[config.mk]
export PLATFORM = sky130hd
export DESIGN_NAME = psm_alu
export DESIGN_NICKNAME = d
export VERILOG_FILES = /design/src/assert_macros.svh /design/src/psm_pkg.sv /design/src/psm_alu.sv
export SDC_FILE = /design/constraint.sdc
export NUM_CORES = 2
export LEC_CHECK = 0
export CELL_PAD_IN_SITES_DETAIL_PLACEMENT = 0
export CELL_PAD_IN_SITES_GLOBAL_PLACEMENT = 1
export CORE_ASPECT_RATIO = 0.7
export CORE_UTILIZATION = 28
export DETAILED_ROUTE_END_ITERATION = 7
export DONT_BUFFER_PORTS = 1
export HOLD_SLACK_MARGIN = 0.15
export PLACE_DENSITY = 0.48
export SLEW_MARGIN = 20
export SYNTH_ARGS = -nofsm -noshare
export SYNTH_HDL_FRONTEND = slang
export SYNTH_SLANG_ARGS = --single-unit
[constraint.sdc]
create_clock -name clock -period 17.96 [get_ports clock]
set_input_delay 1.796 -clock clock [delete_from_list [all_inputs] [get_ports clock]]
set_output_delay 1.796 -clock clock [all_outputs]
set_load 0.01 [all_outputs]
[src/assert_macros.svh]
// Assertion helpers shared by the RTL.
`ifndef ASSERT_MACROS_SVH
`define ASSERT_MACROS_SVH

// Same-cycle implication, disabled during reset.
`define ASSERT_SAME(label, clk, rst, ante, cons) \
   label: assert property (@(posedge clk) disable iff (rst) (ante) |-> (cons)) \
      else $error("assertion failed");

// Next-cycle implication, disabled during reset.
`define ASSERT_NEXT(label, clk, rst, ante, cons) \
   label: assert property (@(posedge clk) disable iff (rst) (ante) |=> (cons)) \
      else $error("assertion failed");

`endif

[src/psm_pkg.sv]
package psm_pkg;

   localparam int STACK_DEPTH = 1024;
   localparam int CODE_DEPTH  = 2048;
   localparam int WORD_W      = 32;

   localparam int SA_W  = $clog2(STACK_DEPTH);
   localparam int PC_W  = $clog2(CODE_DEPTH);
   localparam int AW    = WORD_W + 4;
   localparam int CNT_W = $clog2(WORD_W);

   localparam int TOP_RESET  = 3;
   localparam int BASE_RESET = 1;

   typedef logic [WORD_W-1:0]     word_type;
   typedef logic signed [AW-1:0]  addr_type;

   // opcodes
   localparam logic [3:0] OP_LIT   = 4'd0;
   localparam logic [3:0] OP_OPR   = 4'd1;
   localparam logic [3:0] OP_LOD   = 4'd2;
   localparam logic [3:0] OP_LODAR = 4'd3;
   localparam logic [3:0] OP_STO   = 4'd4;
   localparam logic [3:0] OP_STOAR = 4'd5;
   localparam logic [3:0] OP_CAL   = 4'd6;
   localparam logic [3:0] OP_INT   = 4'd7;
   localparam logic [3:0] OP_JMP   = 4'd8;
   localparam logic [3:0] OP_JPC   = 4'd9;

   // operators of opr
   localparam logic [4:0] OPR_RET  = 5'd0;
   localparam logic [4:0] OPR_NEG  = 5'd1;
   localparam logic [4:0] OPR_ADD  = 5'd2;
   localparam logic [4:0] OPR_SUB  = 5'd3;
   localparam logic [4:0] OPR_MUL  = 5'd4;
   localparam logic [4:0] OPR_DIV  = 5'd5;
   localparam logic [4:0] OPR_MOD  = 5'd6;
   localparam logic [4:0] OPR_ODD  = 5'd7;
   localparam logic [4:0] OPR_EQ   = 5'd8;
   localparam logic [4:0] OPR_NE   = 5'd9;
   localparam logic [4:0] OPR_LT   = 5'd10;
   localparam logic [4:0] OPR_GE   = 5'd11;
   localparam logic [4:0] OPR_GT   = 5'd12;
   localparam logic [4:0] OPR_LE   = 5'd13;
   localparam logic [4:0] OPR_LAND = 5'd14;
   localparam logic [4:0] OPR_LOR  = 5'd15;
   localparam logic [4:0] OPR_NOT  = 5'd16;
   localparam logic [4:0] OPR_BAND = 5'd17;
   localparam logic [4:0] OPR_BOR  = 5'd18;
   localparam logic [4:0] OPR_BXOR = 5'd19;
   localparam logic [4:0] OPR_DUP  = 5'd20;

   // status codes
   localparam logic [1:0] ST_OK    = 2'd0;
   localparam logic [1:0] ST_DIVZ  = 2'd1;
   localparam logic [1:0] ST_RANGE = 2'd2;

   typedef struct packed {
      logic [3:0]         opcode;
      logic [3:0]         level_diff;
      logic signed [31:0] operand;
   } req_type;

   typedef struct packed {
      logic [PC_W-1:0]          next_pc;
      logic                     halted;
      logic                     print_valid;
      logic signed [WORD_W-1:0] print_value;
      logic [1:0]               status;
   } rsp_type;

   typedef struct packed {
      logic     start;
      logic [4:0] op;
      word_type a;
      word_type b;
   } alu_req_type;

   typedef struct packed {
      logic     done;
      word_type result;
   } alu_rsp_type;

   function automatic logic in_stack(addr_type a);
      return (a >= addr_type'(0)) && (a < addr_type'(STACK_DEPTH));
   endfunction

   function automatic addr_type sx(word_type w);
      return addr_type'($signed(w));
   endfunction

endpackage

[src/psm_alu.sv]
module psm_alu (
   input  logic                clock,
   input  logic                reset,
   input  psm_pkg::alu_req_type alu_req,
   output psm_pkg::alu_rsp_type alu_rsp
);
   import psm_pkg::*;

   logic busy_ff, busy_in, fin_ff, fin_in, done_ff, done_in;
   logic is_mod_ff, is_mod_in, neg_q_ff, neg_q_in, neg_r_ff, neg_r_in;
   logic [CNT_W-1:0] cnt_ff, cnt_in;
   word_type rem_ff, rem_in, quo_ff, quo_in, dvs_ff, dvs_in, res_ff, res_in;
   word_type a, b, simple, ma, mb;
   logic na, nb;
   logic [WORD_W:0] rem_sh, diff;

   assign a  = alu_req.a;
   assign b  = alu_req.b;
   assign na = a[WORD_W-1];
   assign nb = b[WORD_W-1];
   assign ma = na ? word_type'('0 - a) : a;
   assign mb = nb ? word_type'('0 - b) : b;

   always_comb begin
      case (alu_req.op)
         OPR_NEG:  simple = '0 - a;
         OPR_ADD:  simple = a + b;
         OPR_SUB:  simple = a - b;
         OPR_MUL:  simple = a * b;
         OPR_ODD:  simple = a[0] ? (a[WORD_W-1] ? '1 : word_type'(1)) : '0;
         OPR_EQ:   simple = word_type'(a == b);
         OPR_NE:   simple = word_type'(a != b);
         OPR_LT:   simple = word_type'($signed(a) < $signed(b));
         OPR_GE:   simple = word_type'(!($signed(a) < $signed(b)));
         OPR_GT:   simple = word_type'($signed(b) < $signed(a));
         OPR_LE:   simple = word_type'(!($signed(b) < $signed(a)));
         OPR_LAND: simple = word_type'((a != '0) && (b != '0));
         OPR_LOR:  simple = word_type'((a != '0) || (b != '0));
         OPR_NOT:  simple = word_type'(a == '0);
         OPR_BAND: simple = a & b;
         OPR_BOR:  simple = a | b;
         default:  simple = a ^ b;
      endcase
   end

   // one quotient bit per cycle, restoring
   assign rem_sh = {rem_ff, quo_ff[WORD_W-1]};
   assign diff   = rem_sh - {1'b0, dvs_ff};

   always_comb begin
      busy_in   = busy_ff;
      fin_in    = 1'b0;
      done_in   = 1'b0;
      is_mod_in = is_mod_ff;
      neg_q_in  = neg_q_ff;
      neg_r_in  = neg_r_ff;
      cnt_in    = cnt_ff;
      rem_in    = rem_ff;
      quo_in    = quo_ff;
      dvs_in    = dvs_ff;
      res_in    = res_ff;
      if (alu_req.start) begin
         if (alu_req.op == OPR_DIV || alu_req.op == OPR_MOD) begin
            busy_in   = 1'b1;
            cnt_in    = '0;
            rem_in    = '0;
            quo_in    = ma;
            dvs_in    = mb;
            is_mod_in = (alu_req.op == OPR_MOD);
            neg_q_in  = na ^ nb;
            neg_r_in  = na;
         end else begin
            res_in  = simple;
            done_in = 1'b1;
         end
      end else if (busy_ff) begin
         if (!diff[WORD_W]) begin
            rem_in = diff[WORD_W-1:0];
            quo_in = {quo_ff[WORD_W-2:0], 1'b1};
         end else begin
            rem_in = rem_sh[WORD_W-1:0];
            quo_in = {quo_ff[WORD_W-2:0], 1'b0};
         end
         cnt_in = cnt_ff + CNT_W'(1);
         if (cnt_ff == CNT_W'(WORD_W - 1)) begin
            busy_in = 1'b0;
            fin_in  = 1'b1;
         end
      end else if (fin_ff) begin
         if (is_mod_ff) begin
            res_in = neg_r_ff ? word_type'('0 - rem_ff) : rem_ff;
         end else begin
            res_in = neg_q_ff ? word_type'('0 - quo_ff) : quo_ff;
         end
         done_in = 1'b1;
      end
   end

   always_ff @(posedge clock) begin
      if (reset) begin
         busy_ff <= 1'b0;
         fin_ff  <= 1'b0;
         done_ff <= 1'b0;
      end else begin
         busy_ff <= busy_in;
         fin_ff  <= fin_in;
         done_ff <= done_in;
      end
   end

   always_ff @(posedge clock) begin
      is_mod_ff <= is_mod_in;
      neg_q_ff  <= neg_q_in;
      neg_r_ff  <= neg_r_in;
      cnt_ff    <= cnt_in;
      rem_ff    <= rem_in;
      quo_ff    <= quo_in;
      dvs_ff    <= dvs_in;
      res_ff    <= res_in;
   end

   assign alu_rsp.done   = done_ff;
   assign alu_rsp.result = res_ff;

endmodule

## Word level (Yosys, flattened, before mapping)

Cells that the tools add are included.

- Output and inout bits: 33
- Bits in registers: 139
- Logic and storage cells: 98

- Add/sub/neg operators: 8
- Bitwise logic cells: 5
- Equal/unequal tests: 24
- Reductions and logical operators: 14
- Multiply operators: 1
- $lt $le $gt $ge: 2
- Mux-type cells: 32

Operators with widths:

| kind | count |
|---|---|
| 2-to-1 mux 32 bit | 17 |
| case mux 32 bit (16 select lines) | 1 |
| subtractor 1 x 32 -> 32 bit (first input constant) | 4 |
| less-than comparator 32 bit | 2 |
| nonzero test 32 bit | 2 |
| == test 5 x 4 -> 1 bit (second input constant) | 8 |
| subtractor 33 x 32 -> 33 bit | 1 |
| adder 32 bit | 1 |
| AND 32 bit | 1 |
| == test 32 bit | 1 |
| zero test 32 bit | 1 |
| multiplier 32 x 32 -> 32 bit | 1 |
| != test 32 bit | 1 |
| OR 32 bit | 1 |
| subtractor 32 bit | 1 |
| XOR 32 bit | 1 |
| 2-to-1 mux 31 bit | 1 |
| == test 5 x 3 -> 1 bit (second input constant) | 4 |
| == test 5 bit (second input constant) | 4 |
| 2-to-1 mux 5 bit | 3 |
| == test 5 x 2 -> 1 bit (second input constant) | 2 |
| 2-to-1 mux 1 bit | 10 |
| adder 5 x 1 -> 5 bit (second input constant) | 1 |
| == test 5 x 1 -> 1 bit (second input constant) | 1 |
| 11 further kinds | 16 |

## Depth between registers and ports, before layout

- Depth after elaboration: 6
- Depth in mapped cells: 30

## Worst setup path after synthesis

No wires, ideal clock.

- Kind: in2reg
- From: input alu_req[69] (netlist name)
- To: register res_ff[0], enable pin
- Buffers on the path: 1
- Slack: 7.582 ns
- Data arrival time: 9.504 ns
- Stages on the path: 3
- Cells stage by stage: buf_6 o21ai_0 nor2_1

- Longest elaborated chain between the ends: 2
- Elaborated cells on any way between the ends: 4
- Those cells by class: eq/ne (2); reduce/logical (2)

RTL lines:

| item | RTL line | text |
|---|---|---|
| start: declaration | psm_alu.sv:4 | `input psm_pkg::alu_req_type alu_req,` |
| != test 2 bit (no source line) / nonzero test 2 bit (equally long branches) | n/a |  |
| AND reduction 3 bit (no source line) (*) | n/a |  |
| end signal: assignment | psm_alu.sv:119 | `res_ff <= res_in;` |
| end: declaration | psm_alu.sv:12 | `word_type rem_ff, rem_in, quo_ff, quo_in, dvs_ff, dvs_in, res_ff, res_in;` |

Every way passes the cells marked *; elsewhere a longest branch is shown, timed or not.
A chain may end at the register's enable or synchronous reset.

## Final worst setup path

- From: input alu_req[43] (netlist name)
- To: register res_ff[25] (data pin)

- Longest elaborated chain between the ends: 4
- Elaborated cells on any way between the ends: 7
- Those cells by class: add/sub (3); mul (1); mux (3)

RTL lines:

| item | RTL line | text |
|---|---|---|
| multiplier 32 x 32 -> 32 bit (tied with other cells) | psm_alu.sv:29 | `OPR_MUL: simple = a * b;` |
| case mux 32 bit (16 select lines) (*) | psm_alu.sv:25 | `case (alu_req.op)` |
| 2-to-1 mux 32 bit (*) | psm_alu.sv:63 | `if (alu_req.op == OPR_DIV \|\| alu_req.op == OPR_MOD) begin` |
| 2-to-1 mux 32 bit (*) | psm_alu.sv:62 | `if (alu_req.start) begin` |
| named net res_in[25] | psm_alu.sv:12 |  |

The timed path passes the listed nets; every way through them passes the cells marked *. The select of a mux whose other input is x is not followed.

==> impl_metrics.tcl <==
set metrics [dict create \
    synth_top_area_share_pct 26.2 \
    syn-instance-count 3741 \
    num_rows 102 \
    hold_buffers 0 \
    min_period_ns 9.64 \
    wl_mm 149 \
    dp_slack_ns 8.05 \
    area_growth_pct 6.58 \
    maxCapViolCount 0 \
    grt_pass1_wl_mm 210 \
    post_cts_buffers 0 \
    hold_path.startpoint "busy_ff$_SDFFE_PP0P_" \
    die_area_um2 113000 \
    synthArstFlopShare_pct 0 \
    fin_crit_sh_pct 53.6 \
    wire_per_inst_um 29.4 \
    grt_usage_pct 26.2 \
    finalNonFillerCells 5071 \
    tightest_slew_ns 1.17 \
    maxSlewHeadroom_pct 21.7 \
    synth_fp_nets 4514 \
    ys.warnings.count 0 \
    crit_end "res_ff[25]$_DFFE_PP_" \
    drv_slew 0 \
    finalSetupViolCount 0 \
    tritoncts "built" \
    synth-seq-cells 139 \
    rr_endpoint "res_ff[30]$_DFFE_PP_" \
    path_max_fanout 16 \
    hold_class "flop to flop" \
    vias 26900 \
    crit_arrival_ns 9.81 \
    fin_setup_tns_ns 0 \
    drt_iter0_markers 2880 \
    final.setup_skew_ns 0.0162 \
    ios 105 \
    start_kind "input port" \
    post_dp_cell_area_um2 32800 \
    route.detailed.drc 0 \
    path_class "input port to flop" \
    nets 4372 \
    ys_types 103 \
    post-synth-top-count-cell "inv_1" \
    reg2reg_slack_ns 13.47 \
    ant_nets 0 \
    cpPeakStageDelay_ns 0.63 \
    critPathCaptureType "flop" \
    clockBufferDepth 2 \
    gp_congestion 0.912 \
    synth_ff_type "edfxtp_1" \
    synthTopCellsByArea "fa_1 26%, edfxtp_1 13%, ha_1 12%" \
    cp_common_cell "fa_1" \
    firstDrtPassIters 5 \
    drive_above_1_share_pct 4.10 \
    cts_max_level 4 \
    rsz0062_at_grt "false" \
    synth_edf_count 136 \
    crit_chain "clkinv_1, nor2_1, fa_1, fa_1, fa_1, inv_1, fa_1, inv_1, fa_1, inv_1, fa_1, inv_1, fa_1, fa_1, ha_1, a21o_1, a21oi_1, nor2b_1, o21ai_0, o211ai_1, a21boi_0, nand2b_1, nand3_1, a32oi_1" \
    hold_viol 0 \
    synth_common_cells "510 x inv_1, 492 x nor2_1, 411 x fa_1, 361 x nand2_1, 290 x ha_1" \
    status "finished clean" \
    rr_startpoint "rem_ff[2]$_SDFFCE_PP0P_" \
    portBuffers 0 \
    clock-root-buffer "clkbuf_16" \
    vias_per_cell 5.31 \
    cts_sinks 139 \
    n_fill_cell 11900 \
    core_um2 111000 \
    cts.reportedPaths.clkPinSlew_ns 0.06 \
    grt.overflow.total 0 \
    numCtsBuffers 17 \
    syn_avg_cell_area_um2 8.39 \
    clkLatencyLatePin_ns 0.46 \
    yosysSeqAreaShare_pct 13.2 \
    fmax_mhz 104 \
    die_w_um 402 \
    grt_pass1_vias 26700 \
    start_util_pct 28.3 \
    grt_max_degree 131 \
    post-synth-top-area-cell "fa_1" \
    cp.required_ns 18.14 \
    hpwl_mm 117 \
    antenna_found_initial 11 \
    die_h_um 282 \
    worstRegToRegCells 9 \
    place_inst 5036 \
    critical_path.slowest_cell "clkinv_1" \
    worstSetupStartpoint "alu_req[43]" \
    cts_resized 0 \
    fin_area_um2 33500 \
    setup_slack_ns 8.32 \
    syn_area_um2 31400 \
]
sequential cells by signal (all words and copies together) (netlist names), 5 cells and up:
| register | cells |
|---|---|
| dvs_ff | 32 |
| quo_ff | 32 |
| rem_ff | 32 |
| res_ff | 32 |
| cnt_ff | 5 |
critical path: cells and delay by family:
| kind | cells | cell delay, ns |
|---|---|---|
| fa+ha+maj | 9 | 4.20 |
| simple gates | 4 | 0.86 |
| compound gates | 6 | 2.10 |
| buf+inv | 5 | 0.84 |
metrics by stage:
stage | hold slack [ns] | utilization [%]
floorplan | 0.426 | -
global placement | 0.464 | 29.5
detailed placement | 0.462 | 29.5
CTS | 0.471 | 30.2
global route | 0.525 | 30.2
finish | 0.478 | 30.2
worst min path at each step:
| stage | slack (ns) | end | cells after the start |
|---|---|---|---|
| 6_report | 0.48 | busy_ff$_SDFFE_PP0P_ | 2 |
| 5_1_grt | 0.52 | busy_ff$_SDFFE_PP0P_ | 2 |
| 4_1_cts | 0.47 | busy_ff$_SDFFE_PP0P_ | 2 |
| 3_5_place_dp | 0.46 | busy_ff$_SDFFE_PP0P_ | 2 |
| 3_3_place_gp | 0.46 | busy_ff$_SDFFE_PP0P_ | 2 |
| 2_1_floorplan | 0.43 | fin_ff$_SDFF_PP0_ | 2 |
logic make-up (layout without fill, tap and decap cells):
kind of cell / Yosys count / count (layout) / synth area share (%)
adders and majority gates: 701 / 701 / 37.8
AOI/OAI and AO/OA: 726 / 726 / 15.3
buffers and inverters: 744 / 615 / 9.18
other: 0 / 3 / 0
DFF: 139 / 139 / 13.2
and+or+nand+nor: 1137 / 1137 / 16.1
xor gates and xnor gates: 255 / 255 / 7.11
muxes: 39 / 39 / 1.27
cell usage in the layout, fill, tap and decap left out, types with 14 or more instances in the layout:
cell       synthesis  layout
nor2b_1           20      20
a211oi_1          18      18
or3_1             24      24
nand2_1          361     361
nor2_1           492     490
o22ai_1           15      15
a21o_1            50      50
nand2b_1          24      24
clkbuf_16          0      17
o221ai_1          16      16
a31oi_1           25      25
buf_4              2      46
nor3_1            47      46
ha_1             290     290
o31ai_1           36      36
inv_1            510     509
mux2i_1           33      33
clkinv_1          19      19
a21oi_1          185     185
xnor2_1          194     194
fa_1             411     411
o21bai_1          24      24
xor2_1            61      60
edfxtp_1         136     136
o21ai_0          165     164
a221oi_1          25      25
o21a_1            18      18
nand3_1           43      43
o41ai_1           16      16
o211ai_1          14      14
nand4_1           18      18
and2_1            16      16
layer usage:
metal,part of all wire [%],GRT usage (%),vias to the layer above
met3,9.9,7.93,132
met1,49,39.5,13700
met2,39,36.4,1056
met4,1.9,4.92,2
li1,-,-,12100
met5,0.054,0.501,-
cell type report:
class                           count  area (um2)  area share, %
Multi-Input combinational cell   2858       24400           73.0
Sequential cell                   139        4140           12.4
Inverter                          536        2020           6.03
Tap cell                         1456        1820           5.45
Clock buffer                       20         447           1.34
Timing Repair Buffer               47         365           1.09
Clock inverter                     12         233          0.696
Antenna cell                        3        7.51         0.0224
Power is left out: the tool's default activity adds up to more than one toggle a clock period on the data nets, which glitch-free logic cannot reach.
